[config.mk]
export PLATFORM = sky130hd
export DESIGN_NAME = overwriting_ring_line_framer_flat
export DESIGN_NICKNAME = d
export VERILOG_FILES = /design/src/rtl/orlf_pkg.sv /design/src/rtl/orlf_rx_if.sv /design/src/rtl/orlf_tx_if.sv /design/src/rtl/orlf_ram.sv /design/src/rtl/orlf_ctrl.sv /design/src/rtl/orlf_obuf.sv /design/src/rtl/overwriting_ring_line_framer.sv /design/src/flat_wrapper.sv
export VERILOG_INCLUDE_DIRS = /design/src /design/src/rtl
export SDC_FILE = /design/constraint.sdc
export NUM_CORES = 1
export LEC_CHECK = 0
export BUFFER_PORTS_ARGS = -buffer_cell sky130_fd_sc_hd__buf_2
export CAP_MARGIN = 20
export CELL_PAD_IN_SITES_DETAIL_PLACEMENT = 0
export CELL_PAD_IN_SITES_GLOBAL_PLACEMENT = 1
export CORE_MARGIN = 2
export CORE_UTILIZATION = 59
export DETAILED_ROUTE_END_ITERATION = 7
export PLACE_DENSITY = 0.93
export SYNTH_ARGS = -nofsm -noshare
export SYNTH_HDL_FRONTEND = slang
export SYNTH_SLANG_ARGS = --single-unit
export TNS_END_PERCENT = 50
[constraint.sdc]
create_clock -name clk_i -period 4.55 [get_ports clk_i]
set_clock_uncertainty 0.1 [all_clocks]
set_input_delay 0.91 -clock clk_i [delete_from_list [all_inputs] [get_ports clk_i]]
set_output_delay 0.91 -clock clk_i [all_outputs]
set_load 0.05 [all_outputs]
[src/rtl/overwriting_ring_line_framer_assert.svh]
// assertion macros for the line framer
`ifndef OVERWRITING_RING_LINE_FRAMER_ASSERT_SVH
`define OVERWRITING_RING_LINE_FRAMER_ASSERT_SVH

`ifndef SYNTHESIS
`define ORLF_ASSERT_CLK(lbl, clk, rst_n, prop) \
  lbl: assert property (@(posedge clk) disable iff (!(rst_n)) (prop)) \
    else $error("line framer check failed");
`define ORLF_ASSERT(lbl, prop) `ORLF_ASSERT_CLK(lbl, clk_i, rst_ni, prop)
`else
`define ORLF_ASSERT_CLK(lbl, clk, rst_n, prop)
`define ORLF_ASSERT(lbl, prop)
`endif

`endif

[src/rtl/orlf_pkg.sv]
package orlf_pkg;

  localparam int unsigned DEPTH = 64;
  localparam int unsigned PTR_W = $clog2(DEPTH);
  localparam int unsigned CNT_W = $clog2(DEPTH + 1);

  localparam logic [7:0] NEWLINE     = 8'd10;
  localparam logic [7:0] CHUNK_RESET = 8'd255;

  typedef logic [PTR_W-1:0] ptr_t;
  typedef logic [CNT_W-1:0] cnt_t;

  typedef struct packed {
    logic [7:0] out_byte;
    logic       chunk_end;
    logic       last;
  } result_t;

  // read data reaches the output buffer in the cycle after the read is issued
  typedef struct packed {
    logic push;
    logic chunk_end;
    logic last;
  } push_t;

  typedef struct packed {
    logic [1:0] count;
    logic       pop;
  } obuf_stat_t;

  typedef enum logic [1:0] {
    ST_IDLE  = 2'b01,
    ST_DRAIN = 2'b10
  } state_e;

  function automatic ptr_t ring_next(ptr_t p);
    ptr_t n;
    if (p == PTR_W'(DEPTH - 1)) begin
      n = '0;
    end else begin
      n = p + 1'b1;
    end
    return n;
  endfunction

endpackage

[src/rtl/orlf_rx_if.sv]
interface orlf_rx_if;
  logic       valid;
  logic       ready;
  logic [7:0] rx_byte;

  modport source (output valid, output rx_byte, input ready);
  modport sink (input valid, input rx_byte, output ready);
endinterface

[src/rtl/orlf_tx_if.sv]
interface orlf_tx_if;
  logic       valid;
  logic       ready;
  logic [7:0] out_byte;
  logic       chunk_end;
  logic       last;

  modport source (output valid, output out_byte, output chunk_end, output last, input ready);
  modport sink (input valid, input out_byte, input chunk_end, input last, output ready);
endinterface

[src/rtl/orlf_ram.sv]
module orlf_ram #(
  parameter int unsigned WIDTH = 8,
  parameter int unsigned DEPTH = 64
) (
  input  logic                     clk_i,
  input  logic                     we_i,
  input  logic [$clog2(DEPTH)-1:0] waddr_i,
  input  logic [WIDTH-1:0]         wdata_i,
  input  logic                     re_i,
  input  logic [$clog2(DEPTH)-1:0] raddr_i,
  output logic [WIDTH-1:0]         rdata_o
);

  logic [WIDTH-1:0] mem_q [DEPTH];
  logic [WIDTH-1:0] rdata_q;

  always_ff @(posedge clk_i) begin
    if (we_i) begin
      mem_q[waddr_i] <= wdata_i;
    end
    if (re_i) begin
      rdata_q <= mem_q[raddr_i];
    end
  end

  assign rdata_o = rdata_q;

endmodule

[src/rtl/orlf_ctrl.sv]
module orlf_ctrl (
  input  logic                clk_i,
  input  logic                rst_ni,
  input  logic                in_valid_i,
  input  logic [7:0]          in_byte_i,
  output logic                in_ready_o,
  input  logic [7:0]          chunk_limit_i,
  input  orlf_pkg::obuf_stat_t obuf_stat_i,
  output logic                ram_we_o,
  output orlf_pkg::ptr_t      ram_waddr_o,
  output logic                ram_re_o,
  output orlf_pkg::ptr_t      ram_raddr_o,
  output orlf_pkg::push_t     push_o
);

  orlf_pkg::state_e state_q, state_d;
  orlf_pkg::ptr_t   wr_ptr_q, wr_ptr_d;
  orlf_pkg::ptr_t   rd_ptr_q, rd_ptr_d;
  orlf_pkg::cnt_t   fill_q, fill_d;
  orlf_pkg::cnt_t   left_q, left_d;
  logic [7:0]       in_chunk_q, in_chunk_d;
  orlf_pkg::push_t  push_q, push_d;

  logic       accept;
  logic       issue;
  logic [2:0] occupancy;
  logic [7:0] limit;
  logic [7:0] chunk_next;
  logic       is_final;
  logic       cend;
  orlf_pkg::cnt_t fill_inc;

  assign in_ready_o = (state_q == orlf_pkg::ST_IDLE);
  assign accept     = in_valid_i && in_ready_o;

  // a slot freed by this cycle's pop counts as a credit
  assign occupancy = {1'b0, obuf_stat_i.count} + {2'b00, push_q.push};
  assign issue     = (state_q == orlf_pkg::ST_DRAIN) &&
                     ((occupancy < 3'd2) || obuf_stat_i.pop);

  assign limit      = (chunk_limit_i == 8'd0) ? 8'd1 : chunk_limit_i;
  assign chunk_next = in_chunk_q + 8'd1;
  assign is_final   = (left_q == orlf_pkg::CNT_W'(1));
  assign cend       = is_final || (chunk_next >= limit);
  assign fill_inc   = fill_q + 1'b1;

  always_comb begin
    state_d    = state_q;
    wr_ptr_d   = wr_ptr_q;
    rd_ptr_d   = rd_ptr_q;
    fill_d     = fill_q;
    left_d     = left_q;
    in_chunk_d = in_chunk_q;
    push_d     = '0;

    if (accept) begin
      wr_ptr_d = orlf_pkg::ring_next(wr_ptr_q);
      if (fill_q < orlf_pkg::CNT_W'(orlf_pkg::DEPTH)) begin
        fill_d = fill_inc;
      end else begin
        // full: the oldest byte is overwritten
        rd_ptr_d = orlf_pkg::ring_next(rd_ptr_q);
      end
      if (in_byte_i == orlf_pkg::NEWLINE) begin
        left_d     = (fill_q < orlf_pkg::CNT_W'(orlf_pkg::DEPTH)) ? fill_inc : fill_q;
        fill_d     = '0;
        in_chunk_d = '0;
        state_d    = orlf_pkg::ST_DRAIN;
      end
    end

    if (issue) begin
      rd_ptr_d         = orlf_pkg::ring_next(rd_ptr_q);
      left_d           = left_q - 1'b1;
      in_chunk_d       = cend ? 8'd0 : chunk_next;
      push_d.push      = 1'b1;
      push_d.chunk_end = cend;
      push_d.last      = is_final;
      if (is_final) begin
        state_d = orlf_pkg::ST_IDLE;
      end
    end
  end

  always_ff @(posedge clk_i or negedge rst_ni) begin
    if (!rst_ni) begin
      state_q    <= orlf_pkg::ST_IDLE;
      wr_ptr_q   <= '0;
      rd_ptr_q   <= '0;
      fill_q     <= '0;
      left_q     <= '0;
      in_chunk_q <= '0;
      push_q     <= '0;
    end else begin
      state_q    <= state_d;
      wr_ptr_q   <= wr_ptr_d;
      rd_ptr_q   <= rd_ptr_d;
      fill_q     <= fill_d;
      left_q     <= left_d;
      in_chunk_q <= in_chunk_d;
      push_q     <= push_d;
    end
  end

  assign ram_we_o    = accept;
  assign ram_waddr_o = wr_ptr_q;
  assign ram_re_o    = issue;
  assign ram_raddr_o = rd_ptr_q;
  assign push_o      = push_q;

endmodule

[src/rtl/orlf_obuf.sv]
module orlf_obuf (
  input  logic                 clk_i,
  input  logic                 rst_ni,
  input  orlf_pkg::push_t      push_i,
  input  logic [7:0]           data_i,
  output orlf_pkg::obuf_stat_t stat_o,
  output logic                 out_valid_o,
  input  logic                 out_ready_i,
  output orlf_pkg::result_t    out_o
);

  orlf_pkg::result_t ent_q [2];
  logic [1:0]        count_q, count_d;
  logic              wr_idx_q, rd_idx_q;
  logic              pop;

  assign out_valid_o = (count_q != 2'd0);
  assign pop         = out_valid_o && out_ready_i;

  always_comb begin
    count_d = count_q;
    if (push_i.push && !pop) begin
      count_d = count_q + 2'd1;
    end else if (!push_i.push && pop) begin
      count_d = count_q - 2'd1;
    end
  end

  always_ff @(posedge clk_i) begin
    if (push_i.push) begin
      ent_q[wr_idx_q] <= '{out_byte: data_i, chunk_end: push_i.chunk_end,
                           last: push_i.last};
    end
  end

  always_ff @(posedge clk_i or negedge rst_ni) begin
    if (!rst_ni) begin
      count_q  <= '0;
      wr_idx_q <= 1'b0;
      rd_idx_q <= 1'b0;
    end else begin
      count_q <= count_d;
      if (push_i.push) begin
        wr_idx_q <= ~wr_idx_q;
      end
      if (pop) begin
        rd_idx_q <= ~rd_idx_q;
      end
    end
  end

  assign out_o        = ent_q[rd_idx_q];
  assign stat_o.count = count_q;
  assign stat_o.pop   = pop;

endmodule

[src/rtl/overwriting_ring_line_framer.sv]
// Newline framer over a ring of received bytes.
// rx carries one byte per transaction. Bytes go into a 64-entry ring; when the
// ring is full the oldest byte is overwritten. A newline (10) starts a drain of
// the whole pending line, oldest first, on tx: out_byte, chunk_end on every
// chunk_limit-th byte and on the newline, last on the newline.
// A newline holds rx.ready low while the line is read out of the ring, one byte
// per cycle through the single read port while tx does not stall.
// A two-entry output buffer sits before tx; when tx stalls, ring reads pause
// and resume without loss, and rx reopens once the last read has been issued.
// cfg_we_i writes chunk_limit (0 acts as 1); write it only while idle.
// Reset empties the ring, clears the pointers and sets chunk_limit to 255; no
// clearing pass is needed since only written entries are ever read.
`include "overwriting_ring_line_framer_assert.svh"

module overwriting_ring_line_framer (
  input  logic        clk_i,
  input  logic        rst_ni,
  orlf_rx_if.sink     rx,
  orlf_tx_if.source   tx,
  input  logic        cfg_we_i,
  input  logic [7:0]  cfg_data_i
);

  logic [7:0]           chunk_limit_q;
  logic                 ram_we;
  orlf_pkg::ptr_t       ram_waddr;
  logic                 ram_re;
  orlf_pkg::ptr_t       ram_raddr;
  logic [7:0]           ram_rdata;
  orlf_pkg::push_t      push;
  orlf_pkg::obuf_stat_t obuf_stat;
  orlf_pkg::result_t    result;

  always_ff @(posedge clk_i or negedge rst_ni) begin
    if (!rst_ni) begin
      chunk_limit_q <= orlf_pkg::CHUNK_RESET;
    end else if (cfg_we_i) begin
      chunk_limit_q <= cfg_data_i;
    end
  end

  orlf_ctrl u_ctrl (
    .clk_i         (clk_i),
    .rst_ni        (rst_ni),
    .in_valid_i    (rx.valid),
    .in_byte_i     (rx.rx_byte),
    .in_ready_o    (rx.ready),
    .chunk_limit_i (chunk_limit_q),
    .obuf_stat_i   (obuf_stat),
    .ram_we_o      (ram_we),
    .ram_waddr_o   (ram_waddr),
    .ram_re_o      (ram_re),
    .ram_raddr_o   (ram_raddr),
    .push_o        (push)
  );

  orlf_ram #(
    .WIDTH (8),
    .DEPTH (orlf_pkg::DEPTH)
  ) u_ram (
    .clk_i   (clk_i),
    .we_i    (ram_we),
    .waddr_i (ram_waddr),
    .wdata_i (rx.rx_byte),
    .re_i    (ram_re),
    .raddr_i (ram_raddr),
    .rdata_o (ram_rdata)
  );

  orlf_obuf u_obuf (
    .clk_i       (clk_i),
    .rst_ni      (rst_ni),
    .push_i      (push),
    .data_i      (ram_rdata),
    .stat_o      (obuf_stat),
    .out_valid_o (tx.valid),
    .out_ready_i (tx.ready),
    .out_o       (result)
  );

  assign tx.out_byte  = result.out_byte;
  assign tx.chunk_end = result.chunk_end;
  assign tx.last      = result.last;

  // output buffer never overflows
  `ORLF_ASSERT(a_obuf_no_overflow, !(obuf_stat.count == 2'd2 && push.push && !obuf_stat.pop))
  // every ring read lands in the output buffer next cycle
  `ORLF_ASSERT(a_read_then_push, ram_re |=> push.push)
  // no byte is taken while the ring is being read out
  `ORLF_ASSERT(a_no_accept_in_drain, ram_re |-> !rx.ready)
  // the newline result always closes its chunk
  `ORLF_ASSERT(a_last_ends_chunk, (tx.valid && tx.last) |-> tx.chunk_end)

endmodule
[src/flat_wrapper.sv]
// flat-port wrapper written by rule: the top's interface ports become plain ports
module overwriting_ring_line_framer_flat 
  (clk_i, rst_ni, cfg_we_i, cfg_data_i, rx_valid, rx_rx_byte, rx_ready, tx_valid, tx_out_byte, tx_chunk_end, tx_last, tx_ready);
  orlf_rx_if rx_i ();
  orlf_tx_if tx_i ();
  input  logic clk_i;
  input  logic rst_ni;
  input  logic cfg_we_i;
  input  logic [7:0] cfg_data_i;
  input wire logic [$bits(rx_i.valid)-1:0] rx_valid;
  input wire logic [$bits(rx_i.rx_byte)-1:0] rx_rx_byte;
  output wire logic [$bits(rx_i.ready)-1:0] rx_ready;
  output wire logic [$bits(tx_i.valid)-1:0] tx_valid;
  output wire logic [$bits(tx_i.out_byte)-1:0] tx_out_byte;
  output wire logic [$bits(tx_i.chunk_end)-1:0] tx_chunk_end;
  output wire logic [$bits(tx_i.last)-1:0] tx_last;
  input wire logic [$bits(tx_i.ready)-1:0] tx_ready;
  assign rx_i.valid = rx_valid;
  assign rx_i.rx_byte = rx_rx_byte;
  assign rx_ready = rx_i.ready;
  assign tx_valid = tx_i.valid;
  assign tx_out_byte = tx_i.out_byte;
  assign tx_chunk_end = tx_i.chunk_end;
  assign tx_last = tx_i.last;
  assign tx_i.ready = tx_ready;
  overwriting_ring_line_framer u_core (.clk_i(clk_i), .rst_ni(rst_ni), .rx(rx_i), .tx(tx_i), .cfg_we_i(cfg_we_i), .cfg_data_i(cfg_data_i));
endmodule
==> impl_metrics.csv, run 1 <==
group,metric,value,unit
cells_and_area,fillers,2463,
global_route,antenna_found_initial,0,
logic_synthesis,yosysWarnings,0,
clocking,cts_resized,0,
logic_synthesis,synth_top_area_frac,0.687,
critical_path,cp_max_fo,36,
clocking,cts_tree,"done",
cells_and_area,n_antenna_cell,0,
critical_path,crit_chain,"buf_12 > mux4_2 > a22oi_1 > nand2_1 > o21ai_0 > a221oi_1",
die,dieHeight,204,um
critical_path,startpoint_type,"register",
power,peakVddDrop,286,uV
logic_synthesis,synth.avg_cell_area,19.2,um^2
clocking,clkLatencyLatePin,620,ps
hold_path,hp-class,"input pin to async pin",
timing,grt_setup_unrepaired,"false",
critical_path,cp_slowest_cell,"dfrtp_4",
logic_synthesis,synth_fp_nets,1266,
critical_path,critPathRequiredTime,4740,ps
place,post-place-ws,1080,ps
logic_synthesis,synth_cell_types,64,
timing,slew_violations,0,
job,maxCapViolCount,0,
cells_and_area,area_growth,10.2,%
logic_synthesis,synthAdderAreaFrac,0.00795,
critical_path,critPathTopFamily,"compound AO/OA/AOI/OAI gates",
cells_and_area,drive_gt1_frac,0.239,
global_route,grt_usage,0.267,
die,initial_core_util,0.595,
place,port_buffers,32,
clocking,htreeDepth,2,
global_route,grt_first_pass_wirelength,80900,um
timing,setup_slack,1250,ps
logic_synthesis,yosys.area_share.simple,0.0422,
cells_and_area,finish.instance_area,0.0260,mm^2
timing,worst_pin_slew,1110,ps
critical_path,slowest_delay,880,ps
die,boundaryPins,33,
power,leakagePower,8.23,nW
logic_synthesis,synth_xor_area_frac,0.00780,
clocking,hold_buffers,0,
power,finalPower,10.5,mW
timing,finalCriticalPeriod,3300,ps
drt,via_per_inst,6.73,
logic_synthesis,synth.area.mux_share,0.138,
critical_path,r2r_start,"u_core.u_ctrl.ram_raddr_o[0]",
timing,period_share,0.724,
logic_synthesis,synth_edf_count,540,
drt,totalWireLength,53800,um
cells_and_area,nets,1323,
drt,drtAntennaViolNets,0,
logic_synthesis,ys_seq_elements,591,
clocking,clock_path_buffers,3,
timing,setup_viol,0,
drt,drtPass1Iterations,7,
logic_synthesis,synth_compound_area_frac,0.0443,
logic_synthesis,synth_cells,1230,
timing,hold_violations,0,
clocking,cts_sinks,591,
logic_synthesis,ys.flop_type,"edfxtp_1",
critical_path,rr_worst_depth,6,
die,rows,73,
logic_synthesis,synth.top_cells.by_area,"edfxtp_1 (69%), mux4_2 (11%), dfrtp_1 (4.5%), nor2_1 (1.4%), mux2i_1 (1.3%)",
die,fp.dieW,204,um
logic_synthesis,synth_area_leader_cell,"edfxtp_1",
critical_path,path_class,"register to register",
global_route,grt_pass1_vias,12355,
place,place_area,0.0243,mm^2
critical_path,r2r_slack,1250,ps
place,place_hpwl,30600,um
clocking,cts-root-buf,"clkbuf_16",
critical_path,worst-path-stages,6,
die,core_area,0.0396,mm^2
logic_synthesis,yosysSeqAreaShare,0.742,
place,globalplace.congestion,0.840,
clocking,postCtsSetupBuffers,0,
clocking,clkTransAtPathRegs,60,ps
logic_synthesis,mappedNetlistArea,0.0236,mm^2
global_route,grt_max_degree,73,
drt,drt_iter0_drc,1786,
global_route,grt-ovfl-total,0,
logic_synthesis,synth_top_family_by_area,"multiplexers",
status,run_status,"complete, no violations",
timing,slew-limit-headroom,0.261,
power,p_per_area,402,mW/mm^2
die,die_area,0.0416,mm^2
timing,fmax,303,MHz
drt,num_vias,12471,
logic_synthesis,async_flop_share,0.0863,
critical_path,r2r_end,"u_core.u_ram.rdata_o[6]",
drt,wire_per_inst,29.0,um
clocking,numCtsBuffers,55,
critical_path,cp.arrival,3490,ps
critical_path,crit_path_end_kind,"register",
timing,finalSetupTns,0,ps
critical_path,worst-path-buf-inv,1,
drt,drc,0,
==> registers in the layout, indices dropped and copies added, names as in the netlist, 2 cells and up <==
name	flops
u_core.chunk_limit_q	8
u_core.u_ctrl.fill_q	7
u_core.u_ctrl.in_chunk_q	8
u_core.u_ctrl.left_q	7
u_core.u_ctrl.push_o	3
u_core.u_ctrl.ram_raddr_o	6
u_core.u_ctrl.ram_waddr_o	6
u_core.u_ctrl.state_q	2
u_core.u_obuf.count_q	2
u_core.u_obuf.ent_q	20
u_core.u_ram.mem_q	512
u_core.u_ram.rdata_o	8
==> per-stage QoR <==
| stage | hold slack [ps] | utilization | std cells |
|---|---|---|---|
| after floorplan | 320 | - | 1230 |
| after global placement | 328 | 0.613 | 1755 |
| after detailed placement | 339 | 0.613 | 1755 |
| after CTS | 349 | 0.656 | 1854 |
| after global routing | 350 | 0.656 | 1854 |
| final | 352 | 0.656 | 1854 |
==> cell usage after synthesis (all sizes together) (3+ instances only) <==
| cell type | n |
|---|---|
| edfxtp | 540 |
| mux4 | 117 |
| nor2 | 86 |
| nand2 | 55 |
| dfrtp | 42 |
| buf | 39 |
| o21ai | 33 |
| mux2i | 31 |
| mux2 | 27 |
| clkbuf | 22 |
| nand3 | 21 |
| a22oi | 18 |
| o22ai | 17 |
| a21oi | 15 |
| ha | 15 |
| xnor2 | 12 |
| inv | 11 |
| a221oi | 10 |
| nor2b | 10 |
| a32o | 9 |
| dfstp | 9 |
| o211ai | 9 |
| xor2 | 9 |
| nor3 | 7 |
| a2111oi | 5 |
| nand2b | 5 |
| nand3b | 5 |
| a221o | 4 |
| o31ai | 4 |
| a21o | 3 |
| o221a | 3 |
| or2 | 3 |
| or3 | 3 |
| or4 | 3 |
==> routing by layer <==
metal	wire [um]	track usage
met1	20200	0.383
met2	25600	0.420
met3	6010	0.0470
met4	1970	0.0960
met5	0	0
==> worst reg2reg max path, delay by kind of cell, from the launching register on <==
| family | cells | cell delay, ps |
|---|---|---|
| AO/OA/AOI/OAI | 3 | 910 |
| AND/OR/NAND/NOR | 1 | 100 |
| multiplexers | 1 | 590 |
| buffers and inverters | 1 | 410 |
| flip-flops | 1 | 880 |
==> logic make-up after synthesis <==
logic type                 count (synthesis)
buffers and inverters                     72
DFF                                      591
xor gates and xnor gates                  21
and+or+nand+nor                          213
AOI/OAI and AO/OA                        143
adders and majority gates                 15
muxes                                    175
==> worst max-delay path by stage <==
stage | to | slack (ps) | start
floorplan | u_core.u_ram.mem_q[61][0] | 1870 | rx_valid
detailed placement | u_core.u_ram.mem_q[51][2] | 1080 | rx_valid
global route | u_core.u_ram.rdata_o[3] | 1130 | u_core.u_ctrl.ram_raddr_o[0]
CTS | u_core.u_ram.rdata_o[3] | 1310 | u_core.u_ctrl.ram_raddr_o[0]
global placement | u_core.u_ram.mem_q[51][1] | 1110 | rx_valid
finish | u_core.u_ram.rdata_o[6] | 1250 | u_core.u_ctrl.ram_raddr_o[0]
==> power breakdown <==
group	switching, mW	leakage [nW]	total, mW	internal (mW)
sequential	0.00270	5.52	5.93	5.93
combinational	0.112	1.87	0.132	0.0203
clock	1.94	0.839	4.39	2.45
total	2.06	8.23	10.5	8.40
==> final cells by class <==
| type | count | area [um^2] | share of cell area |
|---|---|---|---|
| Clock buffer | 75 | 1520 | 0.0586 |
| Timing Repair Buffer | 61 | 415 | 0.0160 |
| Tap cell | 525 | 657 | 0.0253 |
| Clock inverter | 24 | 183 | 0.00703 |
| Inverter | 11 | 41.3 | 0.00159 |
| Multi-Input combinational cell | 567 | 5660 | 0.218 |
| Sequential cell | 591 | 17500 | 0.674 |
==> layout by cell type, fill, tap and decap left out, types with 27 or more instances in the layout <==
| cell type | synthesis | layout |
|---|---|---|
| edfxtp_1 | 540 | 540 |
| mux4_2 | 117 | 117 |
| nor2_1 | 86 | 86 |
| clkbuf_16 | 0 | 56 |
| nand2_1 | 55 | 55 |
| dfrtp_1 | 42 | 40 |
| buf_2 | 20 | 32 |
| o21ai_0 | 31 | 31 |
| mux2i_1 | 31 | 31 |
| mux2_2 | 27 | 27 |
Note: power is estimated with default switching activity, not from simulation.
==> run 2, diff against run 1 <==
--- a/config.mk
+++ b/config.mk
@@ -11,9 +11,9 @@
 export CELL_PAD_IN_SITES_DETAIL_PLACEMENT = 0
 export CELL_PAD_IN_SITES_GLOBAL_PLACEMENT = 1
 export CORE_MARGIN = 2
-export CORE_UTILIZATION = 59
+export CORE_UTILIZATION = 55
 export DETAILED_ROUTE_END_ITERATION = 7
-export PLACE_DENSITY = 0.93
+export PLACE_DENSITY = 0.88
 export SYNTH_ARGS = -nofsm -noshare
 export SYNTH_HDL_FRONTEND = slang
 export SYNTH_SLANG_ARGS = --single-unit
==> constraint.sdc (replaced) <==
create_clock -name clk_i -period 3.1 [get_ports clk_i]
set_clock_uncertainty 0.1 [all_clocks]
set_input_delay 0.62 -clock clk_i [delete_from_list [all_inputs] [get_ports clk_i]]
set_output_delay 0.62 -clock clk_i [all_outputs]
set_load 0.05 [all_outputs]
==> run 2 against run 1 <==
- worst hold slack got worse by 220 ps
- maximum frequency rose by 17%
- wire length fell by 5.1%
- final area rose by 3.4%
- global-route usage fell by 2.9 points
- sequential cell count did not move
- non-clock buffer count rose by 89
- register-to-register slack got worse by 960 ps
- worst setup slack got worse by 960 ps
- die area rose by 7.1%
==> impl_metrics.csv, run 2 (synthesis gave the netlist of run 1 again) <==
group,metric,value,unit
timing,slew-limit-headroom,0.421,
clocking,clkTransAtPathRegs,60,ps
critical_path,crit_path_start,"u_core.u_ctrl.ram_raddr_o[0]",
power,finalPower,15.7,mW
timing,finalCriticalPeriod,2810,ps
power,leakagePower,8.76,nW
cells_and_area,reg_top3,"u_core.u_ram.mem_q (512), u_core.u_obuf.ent_q (20)",
die,dieHeight,211,um
clocking,clkLatencyLatePin,610,ps
place,globalplace.congestion,0.873,
drt,drtAntennaViolNets,0,
clocking,cts_resized,0,
critical_path,cp_max_fo,21,
timing,fmax,356,MHz
timing,slew_violations,0,
critical_path,crit_chain,"buf_12 > buf_4 > mux4_2 > a22oi_1 > nand2_1 > o21ai_0 > a221oi_1",
global_route,grt_usage,0.238,
status,run_status,"complete, no violations",
drt,totalWireLength,51000,um
place,place_hpwl,31600,um
die,fp.dieW,211,um
global_route,grt-ovfl-total,0,
job,maxCapViolCount,0,
critical_path,cp_slowest_cell,"dfrtp_4",
cells_and_area,finish.instance_area,0.0269,mm^2
timing,setup_viol,0,
place,port_buffers,32,
critical_path,critPathTopFamily,"compound AO/OA/AOI/OAI gates",
die,die_area,0.0446,mm^2
clocking,clock_path_buffers,3,
clocking,postCtsSetupBuffers,0,
drt,num_vias,12345,
die,boundaryPins,33,
clocking,htreeDepth,2,
power,peakVddDrop,443,uV
critical_path,slowest_delay,620,ps
place,place_area,0.0250,mm^2
die,rows,75,
cells_and_area,area_growth,13.9,%
cells_and_area,n_antenna_cell,0,
critical_path,r2r_start,"u_core.u_ctrl.ram_raddr_o[0]",
global_route,grt_pass1_vias,12480,
drt,drt_iter0_drc,1374,
critical_path,path_class,"register to register",
timing,period_share,0.905,
die,core_area,0.0421,mm^2
critical_path,critPathRequiredTime,3320,ps
die,initial_core_util,0.560,
hold_path,worstHoldStart,"cfg_data_i[4]",
critical_path,crit_path_end_kind,"register",
cells_and_area,fillers,2704,
cells_and_area,final_common_cell,"edfxtp_1",
clocking,numCtsBuffers,55,
cells_and_area,final_cell_mix,"edfxtp_1 (540), mux4_2 (117), buf_4 (107)",
clocking,cts_tree,"done",
timing,finalSetupTns,0,ps
timing,hold_violations,0,
cells_and_area,regMostFlops,"u_core.u_ram.mem_q",
timing,grt_setup_unrepaired,"false",
cells_and_area,nets,1412,
critical_path,worst-path-buf-inv,2,
cells_and_area,largest_register_ffs,512,
global_route,grt_max_degree,65,
drt,via_per_inst,6.30,
power,p_per_area,584,mW/mm^2
cells_and_area,final_cells,1959,
place,dp.cells,1856,
drt,drc,0,
timing,worst_pin_slew,865,ps
drt,drtPass1Iterations,5,
global_route,grt_first_pass_wirelength,78000,um
critical_path,cp.arrival,3020,ps
critical_path,startpoint_type,"register",
cells_and_area,final_core_util,0.638,
clocking,cts_sinks,591,
drt,wire_per_inst,26.1,um
hold_path,hp-class,"input pin to register",
cells_and_area,drive_gt1_frac,0.285,
clocking,cts-root-buf,"clkbuf_16",
global_route,antenna_found_initial,0,
-- run 2: routing by layer --
metal,up-vias,wire length (um),track usage,share of wire
met5,-,0,0,0
met4,0,1500,0.0784,0.029
met3,100,4220,0.0439,0.083
met2,597,25000,0.387,0.49
met1,6367,20300,0.330,0.40
li1,5281,-,-,-
-- run 2: final timing paths --
path / to / slack [ps] / depth (start not counted)
setup / recovery: u_core.u_ram.rdata_o[5] / 290 / 7
hold / removal: u_core.chunk_limit_q[4] / 130 / 3
setup reg to reg: u_core.u_ram.rdata_o[5] / 290 / 7
hold reg to reg: u_core.u_obuf.ent_q[0][0] / 350 / 0
max in group asynchronous: u_core.u_ctrl.ram_raddr_o[1] / 1940 / 3
min in group asynchronous: u_core.u_ctrl.in_chunk_q[0] / 330 / 2
-- run 2: timing repair --
item                                   4_1_cts  5_1_grt
setup endpoints to repair                    0        0
endpoints found under the hold margin        4        0
hold buffers                                 1        0
-- run 2: cell type report --
type / instances / area, um^2 / share of cell area
flip-flops and latches: 591 / 17500 / 0.652
clock inverters: 32 / 392 / 0.0146
repair buffers: 150 / 1160 / 0.0433
multi-input cells: 567 / 5660 / 0.211
clock buffers: 69 / 1430 / 0.0532
well taps: 539 / 674 / 0.0251
inverters: 11 / 41.3 / 0.00154
-- run 2: worst register-to-register path: cells and delay by family (launching register included) --
| family | cells | cell delay (ps) |
|---|---|---|
| mux | 1 | 530 |
| simple gates | 1 | 80 |
| flops | 1 | 620 |
| compound gates | 3 | 700 |
| buf+inv | 2 | 480 |
-- run 2: where the power goes --
part	internal [mW]	total [mW]	switching, mW	leakage [nW]
Combinational	0.0314	0.183	0.152	2.36
Clock	3.94	6.80	2.86	0.884
Sequential	8.71	8.71	0.00404	5.52
-- run 2: per-stage QoR --
stage	hold WS [ps]	setup slack (ps)
after CTS	98.4	306
after floorplan	224	710
after global routing	126	190
after detailed placement	339	335
after global placement	329	371
final	130	293
